`config.mk`:
```
export PLATFORM = sky130hd
export DESIGN_NAME = averaged_range_sensor_scaler
export DESIGN_NICKNAME = d
export VERILOG_FILES = /design/src/sv/asrs_pkg.sv /design/src/sv/asrs_front.sv /design/src/sv/asrs_queue.sv /design/src/sv/asrs_divider.sv /design/src/sv/asrs_back.sv /design/src/sv/averaged_range_sensor_scaler.sv
export SDC_FILE = /design/constraint.sdc
export NUM_CORES = 1
export LEC_CHECK = 0
export BUFFER_PORTS_ARGS = -buffer_cell sky130_fd_sc_hd__buf_2
export CORE_MARGIN = 10
export CORE_UTILIZATION = 55
export CTS_BUF_LIST = sky130_fd_sc_hd__clkbuf_4 sky130_fd_sc_hd__clkbuf_8
export CTS_CLUSTER_DIAMETER = 30
export DETAILED_ROUTE_END_ITERATION = 16
export PLACE_DENSITY = 0.69
export RECOVER_POWER = 100
export SYNTH_ARGS = -nofsm -noshare
export SYNTH_HDL_FRONTEND = slang
export SYNTH_SLANG_ARGS = --single-unit
```
`constraint.sdc`:
```
create_clock -name clk -period 9.95 [get_ports clk]
set_input_delay 2.985 -clock clk [delete_from_list [all_inputs] [get_ports clk]]
set_output_delay 2.985 -clock clk [all_outputs]
set_load 0.01 [all_outputs]
```
`src/sv/asrs_pkg.sv`:
```
`timescale 1ns / 1ps
// Shared types and constants of the averaged range sensor scaler.
// No dependencies; imported by every module of the block.
package asrs_pkg;

	localparam int WINDOW_LEN_DEF  = 16;
	localparam int SAMPLE_BITS_DEF = 12;

	localparam int ADC_W      = 12;     // width of floor and full-scale registers
	localparam int DIST_W     = 16;     // distance and distance registers
	localparam int MEAN_W     = 12;     // mean_count port
	localparam int CFG_IDX_W  = 2;
	localparam int CFG_DATA_W = 16;

	localparam int DVSR_W    = 12;      // divider denominator width
	localparam int DIV_STEPS = 4;       // quotient bits retired per divider cycle

	localparam int Q_DEPTH = 2;         // front-to-back queue entries

	// items the block can hold: queue, back end, output register
	localparam int OUTSTANDING_MAX = Q_DEPTH + 2;

	typedef enum logic [CFG_IDX_W-1:0] {
		CFG_ADC_FLOOR,
		CFG_ADC_FULL_SCALE,
		CFG_DISTANCE_MIN,
		CFG_DISTANCE_SPAN
	} cfg_idx_t;

	typedef struct packed {
		logic [ADC_W-1:0]  adc_floor;
		logic [ADC_W-1:0]  adc_full_scale;
		logic [DIST_W-1:0] distance_min;
		logic [DIST_W-1:0] distance_span;
	} cfg_t;

	localparam logic [ADC_W-1:0]  ADC_FLOOR_RST      = 12'd0;
	localparam logic [ADC_W-1:0]  ADC_FULL_SCALE_RST = 12'd4095;
	localparam logic [DIST_W-1:0] DISTANCE_MIN_RST   = 16'd200;
	localparam logic [DIST_W-1:0] DISTANCE_SPAN_RST  = 16'd4800;

endpackage

```
`src/sv/asrs_front.sv`:
```
`timescale 1ns / 1ps
// Front end: sample window shift line, running sum and fill counter.
// Depends on asrs_pkg; pushes {window_full, sum} into asrs_queue.
module asrs_front #(
	parameter int WINDOW_LEN  = asrs_pkg::WINDOW_LEN_DEF,
	parameter int SAMPLE_BITS = asrs_pkg::SAMPLE_BITS_DEF,
	parameter int SUM_W       = SAMPLE_BITS + $clog2(WINDOW_LEN)
) (
	input  logic                   clk,
	input  logic                   arst_n,
	input  logic                   in_valid,
	output logic                   in_ready,
	input  logic [SAMPLE_BITS-1:0] sample,
	output logic                   push,
	output logic [SUM_W:0]         push_data,
	input  logic                   q_ready
);
	import asrs_pkg::*;

	localparam int FILL_W = $clog2(WINDOW_LEN + 1);

	logic [SAMPLE_BITS-1:0] win_q [WINDOW_LEN];
	logic [SUM_W-1:0]       sum_q;
	logic [FILL_W-1:0]      fill_q;
	logic [SUM_W-1:0]       sum_nxt;
	logic                   full_nxt;

	assign in_ready = q_ready;
	assign push     = in_valid && q_ready;

	// oldest slot leaves, new sample enters
	assign sum_nxt  = sum_q - SUM_W'(win_q[0]) + SUM_W'(sample);
	assign full_nxt = (fill_q == FILL_W'(WINDOW_LEN)) || (fill_q == FILL_W'(WINDOW_LEN - 1));
	assign push_data = {full_nxt, sum_nxt};

	always_ff @(posedge clk or negedge arst_n) begin
		if (!arst_n) begin
			for (int i = 0; i < WINDOW_LEN; i++) win_q[i] <= '0;
			sum_q  <= '0;
			fill_q <= '0;
		end else if (push) begin
			for (int i = 0; i < WINDOW_LEN - 1; i++) win_q[i] <= win_q[i+1];
			win_q[WINDOW_LEN-1] <= sample;
			sum_q <= sum_nxt;
			if (fill_q != FILL_W'(WINDOW_LEN)) fill_q <= fill_q + 1'b1;
		end
	end

endmodule

```
`src/sv/asrs_queue.sv`:
```
`timescale 1ns / 1ps
// Short FIFO between front and back end.
// Depends on asrs_pkg for the default depth.
module asrs_queue #(
	parameter int DATA_W = 8,
	parameter int DEPTH  = asrs_pkg::Q_DEPTH
) (
	input  logic              clk,
	input  logic              arst_n,
	input  logic              push,
	input  logic [DATA_W-1:0] push_data,
	output logic              q_ready,
	input  logic              pop,
	output logic              q_valid,
	output logic [DATA_W-1:0] q_data
);
	import asrs_pkg::*;

	localparam int PTR_W = (DEPTH > 1) ? $clog2(DEPTH) : 1;
	localparam int CNT_W = $clog2(DEPTH + 1);

	logic [DATA_W-1:0] mem_q [DEPTH];
	logic [PTR_W-1:0]  wr_q;
	logic [PTR_W-1:0]  rd_q;
	logic [CNT_W-1:0]  cnt_q;
	logic              do_push;
	logic              do_pop;

	assign q_ready = (cnt_q != CNT_W'(DEPTH));
	assign q_valid = (cnt_q != '0);
	assign q_data  = mem_q[rd_q];
	assign do_push = push && q_ready;
	assign do_pop  = pop && q_valid;

	always_ff @(posedge clk) begin
		if (do_push) mem_q[wr_q] <= push_data;
	end

	always_ff @(posedge clk or negedge arst_n) begin
		if (!arst_n) begin
			wr_q  <= '0;
			rd_q  <= '0;
			cnt_q <= '0;
		end else begin
			if (do_push) wr_q <= (wr_q == PTR_W'(DEPTH - 1)) ? '0 : wr_q + 1'b1;
			if (do_pop)  rd_q <= (rd_q == PTR_W'(DEPTH - 1)) ? '0 : rd_q + 1'b1;
			if (do_push && !do_pop)      cnt_q <= cnt_q + 1'b1;
			else if (do_pop && !do_push) cnt_q <= cnt_q - 1'b1;
		end
	end

endmodule

```
`src/sv/asrs_divider.sv`:
```
`timescale 1ns / 1ps
// Iterative restoring divider, DIV_STEPS quotient bits per cycle.
// Depends on asrs_pkg; zero divisor yields an all-ones quotient.
module asrs_divider #(
	parameter int NUM_W = 28
) (
	input  logic                         clk,
	input  logic                         arst_n,
	input  logic                         start,
	input  logic [NUM_W-1:0]             num,
	input  logic [asrs_pkg::DVSR_W-1:0]  dvsr,
	output logic                         done,
	output logic [NUM_W-1:0]             quot
);
	import asrs_pkg::*;

	localparam int DIV_CYC = NUM_W / DIV_STEPS;
	localparam int CNT_W   = $clog2(DIV_CYC + 1);

	logic [NUM_W-1:0]  num_q;
	logic [DVSR_W-1:0] rem_q;
	logic [DVSR_W-1:0] dvsr_q;
	logic [CNT_W-1:0]  cnt_q;
	logic              busy_q;
	logic              done_q;
	logic [NUM_W-1:0]  num_nxt;
	logic [DVSR_W-1:0] rem_nxt;

	assign done = done_q;
	assign quot = num_q;

	// quotient bits shift in at the bottom as the dividend shifts out the top
	always_comb begin
		logic [DVSR_W:0]   trial;
		logic              ge;
		num_nxt = num_q;
		rem_nxt = rem_q;
		for (int k = 0; k < DIV_STEPS; k++) begin
			trial   = {rem_nxt, num_nxt[NUM_W-1]};
			ge      = (trial >= {1'b0, dvsr_q});
			rem_nxt = ge ? DVSR_W'(trial - {1'b0, dvsr_q}) : trial[DVSR_W-1:0];
			num_nxt = {num_nxt[NUM_W-2:0], ge};
		end
	end

	always_ff @(posedge clk or negedge arst_n) begin
		if (!arst_n) begin
			num_q  <= '0;
			rem_q  <= '0;
			dvsr_q <= '0;
			cnt_q  <= '0;
			busy_q <= 1'b0;
			done_q <= 1'b0;
		end else begin
			done_q <= 1'b0;
			if (start) begin
				num_q  <= num;
				rem_q  <= '0;
				dvsr_q <= dvsr;
				cnt_q  <= CNT_W'(DIV_CYC);
				busy_q <= 1'b1;
			end else if (busy_q) begin
				num_q <= num_nxt;
				rem_q <= rem_nxt;
				cnt_q <= cnt_q - 1'b1;
				if (cnt_q == CNT_W'(1)) begin
					busy_q <= 1'b0;
					done_q <= 1'b1;
				end
			end
		end
	end

endmodule

```
`src/sv/asrs_back.sv`:
```
`timescale 1ns / 1ps
// Back end: mean by reciprocal multiply, linear distance map, saturation, output register.
// Depends on asrs_pkg and asrs_divider (distance map division).
module asrs_back #(
	parameter int WINDOW_LEN  = asrs_pkg::WINDOW_LEN_DEF,
	parameter int SAMPLE_BITS = asrs_pkg::SAMPLE_BITS_DEF,
	parameter int SUM_W       = SAMPLE_BITS + $clog2(WINDOW_LEN)
) (
	input  logic                              clk,
	input  logic                              arst_n,
	input  asrs_pkg::cfg_t                    cfg,
	input  logic                              q_valid,
	input  logic [SUM_W:0]                    q_data,
	output logic                              pop,
	output logic                              out_valid,
	input  logic                              out_ready,
	output logic [asrs_pkg::MEAN_W-1:0]       mean_count,
	output logic [asrs_pkg::DIST_W-1:0]       distance_mm,
	output logic                              window_full,
	output logic                              distance_clipped
);
	import asrs_pkg::*;

	localparam int DIV_W   = SAMPLE_BITS + DIST_W;
	localparam int DIV_CYC = (DIV_W + DIV_STEPS - 1) / DIV_STEPS;
	localparam int NUM_W   = DIV_CYC * DIV_STEPS;
	localparam int CMP_W   = (SAMPLE_BITS > ADC_W) ? SAMPLE_BITS : ADC_W;

	localparam int MEAN_SH = SUM_W + $clog2(WINDOW_LEN);
	localparam int RECIP_W = SUM_W + 1;
	localparam int MPROD_W = SUM_W + RECIP_W;
	// ceil(2^MEAN_SH / WINDOW_LEN) gives the exact truncated quotient for any SUM_W-bit sum
	localparam longint unsigned MEAN_RECIP =
		((64'd1 << MEAN_SH) + 64'(WINDOW_LEN) - 64'd1) / 64'(WINDOW_LEN);

	typedef enum logic [2:0] {
		B_IDLE,
		B_MUL,
		B_DIST,
		B_OUT
	} bstate_t;

	bstate_t                state_q;
	logic [SAMPLE_BITS-1:0] mean_q;
	logic                   full_q;
	logic [DIST_W-1:0]      dist_q;
	logic                   clip_q;
	logic                   div_start_q;
	logic [NUM_W-1:0]       div_num_q;
	logic [DVSR_W-1:0]      div_dvsr_q;
	logic                   div_done;
	logic [NUM_W-1:0]       div_quot;

	logic [MPROD_W-1:0]     mean_prod;
	logic [CMP_W-1:0]       mean_ext;
	logic [CMP_W-1:0]       floor_ext;
	logic                   below_floor;
	logic [SAMPLE_BITS-1:0] diff;
	logic [DIV_W-1:0]       prod;
	logic [DIST_W:0]        dsum;
	logic                   over;

	asrs_divider #(.NUM_W(NUM_W)) u_div (
		.clk    (clk),
		.arst_n (arst_n),
		.start  (div_start_q),
		.num    (div_num_q),
		.dvsr   (div_dvsr_q),
		.done   (div_done),
		.quot   (div_quot)
	);

	assign pop = (state_q == B_IDLE) && q_valid;

	assign mean_prod = MPROD_W'(q_data[SUM_W-1:0]) * MPROD_W'(MEAN_RECIP);

	assign mean_ext    = CMP_W'(mean_q);
	assign floor_ext   = CMP_W'(cfg.adc_floor);
	assign below_floor = mean_ext < floor_ext;
	// floor <= mean on this path, so the difference fits the sample width
	assign diff        = SAMPLE_BITS'(mean_ext - floor_ext);
	assign prod        = DIV_W'(diff) * DIV_W'(cfg.distance_span);

	assign dsum = {1'b0, div_quot[DIST_W-1:0]} + {1'b0, cfg.distance_min};
	assign over = (div_quot[NUM_W-1:DIST_W] != '0) || dsum[DIST_W];

	always_ff @(posedge clk or negedge arst_n) begin
		if (!arst_n) begin
			state_q          <= B_IDLE;
			mean_q           <= '0;
			full_q           <= 1'b0;
			dist_q           <= '0;
			clip_q           <= 1'b0;
			div_start_q      <= 1'b0;
			div_num_q        <= '0;
			div_dvsr_q       <= '0;
			out_valid        <= 1'b0;
			mean_count       <= '0;
			distance_mm      <= '0;
			window_full      <= 1'b0;
			distance_clipped <= 1'b0;
		end else begin
			div_start_q <= 1'b0;
			if (out_valid && out_ready && state_q != B_OUT) out_valid <= 1'b0;
			case (state_q)
				B_IDLE: begin
					if (q_valid) begin
						full_q  <= q_data[SUM_W];
						mean_q  <= mean_prod[MEAN_SH +: SAMPLE_BITS];
						state_q <= B_MUL;
					end
				end
				B_MUL: begin
					if (below_floor) begin
						dist_q  <= '0;
						clip_q  <= 1'b0;
						state_q <= B_OUT;
					end else begin
						div_num_q   <= NUM_W'(prod);
						div_dvsr_q  <= cfg.adc_full_scale;
						div_start_q <= 1'b1;
						state_q     <= B_DIST;
					end
				end
				B_DIST: begin
					if (div_done) begin
						dist_q  <= over ? '1 : dsum[DIST_W-1:0];
						clip_q  <= over;
						state_q <= B_OUT;
					end
				end
				B_OUT: begin
					if (!out_valid || out_ready) begin
						out_valid        <= 1'b1;
						mean_count       <= MEAN_W'(mean_q);
						distance_mm      <= dist_q;
						window_full      <= full_q;
						distance_clipped <= clip_q;
						state_q          <= B_IDLE;
					end
				end
				default: state_q <= B_IDLE;
			endcase
		end
	end

endmodule

```
`src/sv/averaged_range_sensor_scaler.sv`:
```
`timescale 1ns / 1ps
// Averaged range sensor scaler: each sample item enters a WINDOW_LEN-deep window and yields
// one result item with the truncated window mean, the linearly mapped distance in mm
// (zero below adc_floor, saturated at 65535 with distance_clipped) and a window-full flag.
// The front end takes a sample in the cycle it arrives while the two-entry queue has room;
// the back end then works on one item at a time and pops the next only once the result is
// in the output register; the distance map uses a divider that retires four quotient bits a
// cycle and is skipped when the mean is below the floor; the mean comes by reciprocal multiply.
// Configuration registers: 0 adc_floor, 1 adc_full_scale, 2 distance_min, 3 distance_span.
// Depends on asrs_pkg, asrs_front, asrs_queue, asrs_divider and asrs_back.
module averaged_range_sensor_scaler #(
	parameter int WINDOW_LEN  = asrs_pkg::WINDOW_LEN_DEF,
	parameter int SAMPLE_BITS = asrs_pkg::SAMPLE_BITS_DEF
) (
	input  logic                                clk,
	input  logic                                arst_n,
	input  logic                                cfg_we,
	input  logic [asrs_pkg::CFG_IDX_W-1:0]      cfg_index,
	input  logic [asrs_pkg::CFG_DATA_W-1:0]     cfg_data,
	input  logic                                in_valid,
	output logic                                in_ready,
	input  logic [SAMPLE_BITS-1:0]              sample,
	output logic                                out_valid,
	input  logic                                out_ready,
	output logic [asrs_pkg::MEAN_W-1:0]         mean_count,
	output logic [asrs_pkg::DIST_W-1:0]         distance_mm,
	output logic                                window_full,
	output logic                                distance_clipped
);
	import asrs_pkg::*;

	localparam int SUM_W = SAMPLE_BITS + $clog2(WINDOW_LEN);

	cfg_t           cfg_q;
	logic           push;
	logic [SUM_W:0] push_data;
	logic           q_ready;
	logic           q_valid;
	logic [SUM_W:0] q_data;
	logic           pop;

	always_ff @(posedge clk or negedge arst_n) begin
		if (!arst_n) begin
			cfg_q.adc_floor      <= ADC_FLOOR_RST;
			cfg_q.adc_full_scale <= ADC_FULL_SCALE_RST;
			cfg_q.distance_min   <= DISTANCE_MIN_RST;
			cfg_q.distance_span  <= DISTANCE_SPAN_RST;
		end else if (cfg_we) begin
			case (cfg_idx_t'(cfg_index))
				CFG_ADC_FLOOR:      cfg_q.adc_floor      <= cfg_data[ADC_W-1:0];
				CFG_ADC_FULL_SCALE: cfg_q.adc_full_scale <= cfg_data[ADC_W-1:0];
				CFG_DISTANCE_MIN:   cfg_q.distance_min   <= cfg_data[DIST_W-1:0];
				CFG_DISTANCE_SPAN:  cfg_q.distance_span  <= cfg_data[DIST_W-1:0];
				default: ;
			endcase
		end
	end

	asrs_front #(
		.WINDOW_LEN  (WINDOW_LEN),
		.SAMPLE_BITS (SAMPLE_BITS),
		.SUM_W       (SUM_W)
	) u_front (
		.clk       (clk),
		.arst_n    (arst_n),
		.in_valid  (in_valid),
		.in_ready  (in_ready),
		.sample    (sample),
		.push      (push),
		.push_data (push_data),
		.q_ready   (q_ready)
	);

	asrs_queue #(
		.DATA_W (SUM_W + 1),
		.DEPTH  (Q_DEPTH)
	) u_queue (
		.clk       (clk),
		.arst_n    (arst_n),
		.push      (push),
		.push_data (push_data),
		.q_ready   (q_ready),
		.pop       (pop),
		.q_valid   (q_valid),
		.q_data    (q_data)
	);

	asrs_back #(
		.WINDOW_LEN  (WINDOW_LEN),
		.SAMPLE_BITS (SAMPLE_BITS),
		.SUM_W       (SUM_W)
	) u_back (
		.clk              (clk),
		.arst_n           (arst_n),
		.cfg              (cfg_q),
		.q_valid          (q_valid),
		.q_data           (q_data),
		.pop              (pop),
		.out_valid        (out_valid),
		.out_ready        (out_ready),
		.mean_count       (mean_count),
		.distance_mm      (distance_mm),
		.window_full      (window_full),
		.distance_clipped (distance_clipped)
	);

endmodule

```
* Word-level counts from Yosys, hierarchy flattened *
Memory sizes are Yosys's and may differ from the RTL's. A register that Yosys moved wholly into a read port is not among the register bits.
Index checks and enable logic that the tools add are counted.
W data, S select, Z words.

cells by class
  mux-type cells = 39
  divide/modulo/power cells = 0
  order comparisons = 5
  equal/unequal tests = 16
  multipliers = 1
  shifts and indexed selects = 0
  reduce and logical (&&, ||, !) cells = 32
  $add $sub $neg = 14
  bitwise operators = 1

operator list
  kind                   count
  $mux W12               6
  $sub A12 B12 Y12       5
  $mux W28               2
  $ge A13 B12 Y1         4
  $mux W16               3
  $pmux W16 S2           1
  $mul A12 B16 Y28       1
  $mux W1                18
  $add A16 B16 Y17       1
  $add A16 B12 Y16       1
  $reduce_and A2 Y1      8
  $sub A16 B12 Y16       1
  $mux W3                5
  $lt A12 B12 Y1         1
  $pmux W3 S4            1
  $reduce_bool A12 Y1    1
  $logic_and A1 B1 Y1    8
  $reduce_bool A2 Y1     4
  $eq A3 B1 Y1 const B   2
  $eq A3 B2 Y1 const B   2
  $ne A2 B1 Y1 const B   3
  $reduce_and A3 Y1      2
  $add A5 B1 Y5 const B  1
  $eq A5 B4 Y1 const B   1
  other kinds (17)       26

word-level totals
  register bits after elaboration = 422
  RAM bits = 34
  ROM bits = 0
  logic and storage cells = 151
  latch bits = 0
  memories kept = 1

memories
  name           depth  bits a word  rd ports  clocked after Yosys merged registers in  write ports  line              source
  u_queue.mem_q  2      17           1         1                                        1            asrs_queue.sv:22  logic [DATA_W-1:0] mem_q [DEPTH];

* Logic depth before layout (Yosys ltp) *
  word-level depth = 10
  gate-level depth with buffers = 43

* By module *
Synthesis repeated with hierarchy kept, for this count alone.

second synthesis, totals
  cells, all modules = 3277
  area total of the unflattened synthesis = 30822.1 sq um

modules (own cells, without submodules)
  module                        cells each  area each (sq um)  times used
  asrs_back                     1430        12713.4            1
  asrs_front                    1039        9117.5             1
  asrs_divider                  617         5315.1             1
  averaged_range_sensor_scaler  120         2202.1             1
  asrs_queue                    71          1473.9             1

* Worst setup path after synthesis *
OpenSTA, ideal clock, no wires.

  path kind = register to register
  start point = reg u_back.u_div.dvsr_q[4]
  end point = reg u_back.u_div.rem_q[4]
  arrival = 8332 ps
  slack = 1519 ps
  stages on the path, launching flop included = 40
  path through = dfrtp_1 inv_1 ha_1 a21o_1 or3_4 o2111a_1 a21oi_1 mux2i_1 inv_1 ha_1 o21a_1 o31a_1 o211ai_1 a31oi_1 a2111oi_4 mux2_2 inv_1 ha_1 [... 4 more ...] nor2_1 o41ai_1 o21a_1 buf_6 buf_6 o21ai_0 ha_1 nor2b_1 o21ai_0 a21boi_0 nor3_1 o21ai_0 a31oi_1 nand2b_1 and2_1 clkbuf_4 a211o_2 a311oi_1

between the ends
  cells in the longest elaborated chain, start to end = 10

RTL lines
  what                                                line                                    source
  start, declared                                     asrs_divider.sv:22                      logic [DVSR_W-1:0] dvsr_q;
  start signal, assigned                              asrs_divider.sv:59                      dvsr_q <= dvsr;
  $sub A12 B12 Y12 or $ge A13 B12 Y1 (tied branches)  asrs_divider.sv:41, asrs_divider.sv:40
  $mux W12                                            asrs_divider.sv:41                      rem_nxt = ge ? DVSR_W'(trial - {1'b0, dvsr_q}) : trial[DVSR_W-1:0];
  $sub A12 B12 Y12 or $ge A13 B12 Y1 (tied branches)  asrs_divider.sv:41, asrs_divider.sv:40
  $mux W12                                            asrs_divider.sv:41
  $ge A13 B12 Y1 or $sub A12 B12 Y12 (tied branches)  asrs_divider.sv:40, asrs_divider.sv:41
  $mux W12                                            asrs_divider.sv:41
  $sub A12 B12 Y12 or $ge A13 B12 Y1 (tied branches)  asrs_divider.sv:41, asrs_divider.sv:40
  $mux W12 *                                          asrs_divider.sv:41
  $mux W12 *                                          asrs_divider.sv:62                      end else if (busy_q) begin
  $mux W12 *                                          asrs_divider.sv:56                      if (start) begin
  end signal, assigned                                asrs_divider.sv:64                      rem_q <= rem_nxt;
  end, declared                                       asrs_divider.sv:21                      logic [DVSR_W-1:0] rem_q;

Mark *: on every way between the ends. The rest lies on a longest branch, timed or not. The select of a mux whose other input is x is not followed.
A chain may end at the register's enable or synchronous reset.

* Worst setup path in the final report *
  start point = reg u_back.u_div.dvsr_q[2]
  end point = reg u_back.u_div.rem_q[9]

between the ends
  cells in the longest elaborated chain, start to end = 10

RTL lines
  what                                                line
  $sub A12 B12 Y12 or $ge A13 B12 Y1 (tied branches)  asrs_divider.sv:41, asrs_divider.sv:40
  $mux W12                                            asrs_divider.sv:41
  $sub A12 B12 Y12 or $ge A13 B12 Y1 (tied branches)  asrs_divider.sv:41, asrs_divider.sv:40
  $mux W12                                            asrs_divider.sv:41
  $sub A12 B12 Y12 or $ge A13 B12 Y1 (tied branches)  asrs_divider.sv:41, asrs_divider.sv:40
  $mux W12                                            asrs_divider.sv:41
  $sub A12 B12 Y12 or $ge A13 B12 Y1 (tied branches)  asrs_divider.sv:41, asrs_divider.sv:40
  $mux W12 *                                          asrs_divider.sv:41
  $mux W12 *                                          asrs_divider.sv:62
  $mux W12 *                                          asrs_divider.sv:56

Marked as above.

==> results.json <==
{
  "outcome": "finished with violations",
  "violations_in_the_final_reports": "capacitance limit, slew limit",
  "final_nets": 3517,
  "mappedNetlistNets": 3447,
  "cts.path.max_buffers": 3,
  "synth.top_cells.by_count": "sky130_fd_sc_hd__nand2_1 (884), sky130_fd_sc_hd__dfrtp_1 (415), sky130_fd_sc_hd__inv_1 (276)",
  "groute.layer.met3.usage_pct": 4.37,
  "vias": 21500,
  "setup-violations-final": 0,
  "synth_area_per_cell_sq_um": 9.32,
  "ctsRootBufferMaster": "sky130_fd_sc_hd__clkbuf_8",
  "synth-edff-count": 26,
  "postCtsSetupBuffers": 0,
  "cts_tree": "built",
  "core.rowCount": 83,
  "grt_antenna_before_repair": 1,
  "clock.fmax_mhz": 109,
  "yosysTopAreaCell": "sky130_fd_sc_hd__dfrtp_1",
  "timing.slew.headroom_pct": -316,
  "clk_sink_count": 460,
  "initial_core_util_pct": 55.8,
  "core-area_sq_um": 51600,
  "wirelength_um": 69400,
  "path_class": "register to register",
  "synth_cell_type_count": 81,
  "synth_top_area_share_pct": 36.1,
  "report.final.hold_viol_count": 0,
  "grt_util_overall_pct": 22.4,
  "avgViaCountPerCell": 5.48,
  "setup_repair_after_global_routing_missed_its_margin": "no",
  "htree_num_levels": 3,
  "period_share_pct": 92.5,
  "first_pass_grt_wire_length_um": 114000,
  "floorplan.die.height_um": 249,
  "clkLatencyLatePin_ns": 0.69,
  "fp.dieW_um": 249,
  "synth_warnings": 0,
  "clkTransAtPathRegs_ns": 0.06,
  "required_ns": 10.48,
  "place.port_buffers": 66,
  "gpl.final_weighted_congestion": 0.913,
  "tightestPinTransition_ns": 6.24,
  "global_route.usage.met2_pct": 37.1,
  "routedWlPerCell_um": 17.7,
  "async_reset_ff_share_pct": 94.3,
  "crit_top_cell": "sky130_fd_sc_hd__ha_1",
  "startpoint_of_the_worst_register_to_register_path": "u_back.u_div.dvsr_q[2]",
  "syn-cell-area_sq_um": 28800,
  "max_cap_viol_count": 8,
  "most_area_consuming_cells_after_synthesis": "sky130_fd_sc_hd__dfrtp_1 (36%), sky130_fd_sc_hd__nand2_1 (12%), sky130_fd_sc_hd__fa_1 (11%), sky130_fd_sc_hd__ha_1 (7.3%), sky130_fd_sc_hd__mux2_2 (4.0%)",
  "dr.first_iter.drc_count": 1357,
  "top_usage_layer": "met2",
  "crit_path_start_kind": "register",
  "hold_startpoint": "cfg_q[41]",
  "met1_usage_pct": 28.6,
  "critical_path.max_stage_delay_ns": 0.46,
  "period_minus_ws_final_ns": 9.20,
  "fin_skew_ns": 0.0392,
  "post_synth_inst_count": 3087,
  "grt_max_degree": 144,
  "worstPathMaxFanout": 15,
  "final-max-slew-violation-count": 594,
  "globalRouteOverflowTotal": 0,
  "setup.worst_path.start": "u_back.u_div.dvsr_q[2]",
  "number_of_global_route_vias_before_repair": 22400,
  "tritoncts.num_buffers": 96,
  "syn_to_final_growth_pct": 11.2,
  "critPathCaptureType": "register",
  "postSynth.topFlopCell": "sky130_fd_sc_hd__dfrtp_1",
  "cp_max_delay_cell": "sky130_fd_sc_hd__o21ai_0",
  "tns_ns": 0,
  "dr.pass1.iters": 5,
  "synth.ff_latch_count": 460,
  "synth_most_common_cell": "sky130_fd_sc_hd__nand2_1",
  "layout-drive-gt1-share_pct": 12.0,
  "yosysSeqAreaShare_pct": 40.5,
  "drc_errors": 0,
  "antenna_violating_nets_post_route": 0,
  "timing.hold.worst.class": "register to register",
  "io-pin-count": 67,
  "timing.critical_path.arrival_ns": 9.73,
  "die_area_sq_um": 61900,
  "place_hpwl_um": 50200
}
==> critical path, delay by kind of cell (launching register included) <==
family	cells	cell delay, ns
adders and majority gates	4	1.24
muxes	1	0.35
DFF	1	0.36
and+or+nand+nor	9	1.85
buffers and inverters	5	0.89
AOI/OAI and AO/OA	16	4.35
==> registers in the layout, indices dropped and copies added, names as in the netlist, 3 cells and up <==
register / flops
u_front.win_q: 192
cfg_q: 56
u_back.div_num_q: 28
u_back.u_div.quot: 28
u_queue.mem_q: 26
u_back.dist_q: 16
u_back.distance_mm: 16
u_front.sum_q: 16
u_back.div_dvsr_q: 12
u_back.mean_count: 12
u_back.mean_ext: 12
u_back.u_div.dvsr_q: 12
u_back.u_div.rem_q: 12
u_front.fill_q: 5
u_back.u_div.cnt_q: 3
==> metal layers <==
layer	up-vias	wire, um
li1	10200	-
met1	10600	30200
met2	488	33600
met3	125	3670
met4	0	1970
met5	-	0
==> cell families after synthesis <==
logic type | count (synthesis) | synth area share, %
simple gates | 1238 | 18.3
flops | 460 | 40.5
compound gates | 423 | 9.19
buf+inv | 406 | 5.49
fa+ha+maj | 325 | 18.2
mux | 151 | 5.73
xor+xnor | 84 | 2.56
==> cell type report <==
cell class	instances	area, sq um
fill	4362	19600
multi-input combinational	2221	15600
sequential	460	11700
clock buffer	140	1780
inverter	278	1040
tap	680	851
clock inverter	38	546
timing repair buffer	100	524
antenna	1	2.50
==> final timing paths <==
check                                   endpoint  cells after the start  slack, ns
max in group asynchronous    u_back.u_div.busy_q                      1       1.33
setup / recovery           u_back.u_div.rem_q[9]                     35       0.75
hold reg to reg             u_back.div_dvsr_q[9]                      2       0.46
hold / removal              u_back.div_dvsr_q[9]                      2       0.46
setup reg to reg           u_back.u_div.rem_q[9]                     35       0.75
min in group asynchronous     u_front.win_q[107]                      1       4.63
==> cell usage in the layout (no fill, tap or decap), types with 16 or more instances in the layout <==
cell type / synthesis / final
sky130_fd_sc_hd__a21o_1: 20 / 20
sky130_fd_sc_hd__nor2b_1: 20 / 20
sky130_fd_sc_hd__nand3_1: 37 / 37
sky130_fd_sc_hd__clkinv_2: 0 / 16
sky130_fd_sc_hd__xor2_1: 26 / 26
sky130_fd_sc_hd__buf_4: 1 / 25
sky130_fd_sc_hd__clkbuf_1: 111 / 43
sky130_fd_sc_hd__nand2b_1: 48 / 48
sky130_fd_sc_hd__o21ai_0: 194 / 195
sky130_fd_sc_hd__nand2_1: 884 / 884
sky130_fd_sc_hd__nor2_1: 95 / 94
sky130_fd_sc_hd__dfrtp_1: 415 / 413
sky130_fd_sc_hd__a211oi_1: 22 / 22
sky130_fd_sc_hd__buf_2: 3 / 30
sky130_fd_sc_hd__dfstp_2: 19 / 19
sky130_fd_sc_hd__ha_1: 167 / 167
sky130_fd_sc_hd__clkbuf_4: 1 / 24
sky130_fd_sc_hd__a21oi_1: 70 / 69
sky130_fd_sc_hd__mux2i_1: 46 / 46
sky130_fd_sc_hd__and2_1: 56 / 52
sky130_fd_sc_hd__mux2_2: 103 / 100
sky130_fd_sc_hd__nor3_1: 28 / 28
sky130_fd_sc_hd__inv_1: 276 / 277
sky130_fd_sc_hd__xnor2_1: 58 / 57
sky130_fd_sc_hd__o21a_1: 17 / 16
sky130_fd_sc_hd__clkbuf_8: 0 / 116
sky130_fd_sc_hd__edfxtp_1: 26 / 26
sky130_fd_sc_hd__fa_1: 158 / 158
==> stage by stage <==
step                      std cells  utilization [%]  worst slack [ns]  hold WS (ns)  cell area (sq um)
after floorplan                3087                -              1.52         0.439              28800
final                          3918             62.0             0.748         0.458              32000
after global routing           3917             62.0            0.0306         0.469              32000
after global placement         3739             57.7             0.321         0.447              29800
after detailed placement       3739             57.7             0.295         0.451              29800
after CTS                      3917             62.2             0.190         0.443              32100
==> repair_timing <==
| item | in CTS | in global routing |
|---|---|---|
| setup endpoints to repair | 0 | 12 |
| gates resized for setup | 0 | 8 |
| hold buffers | 0 | 0 |
Power is not shown: default switching activity piles up to over one toggle a cycle in this logic, so the estimate is an artifact.
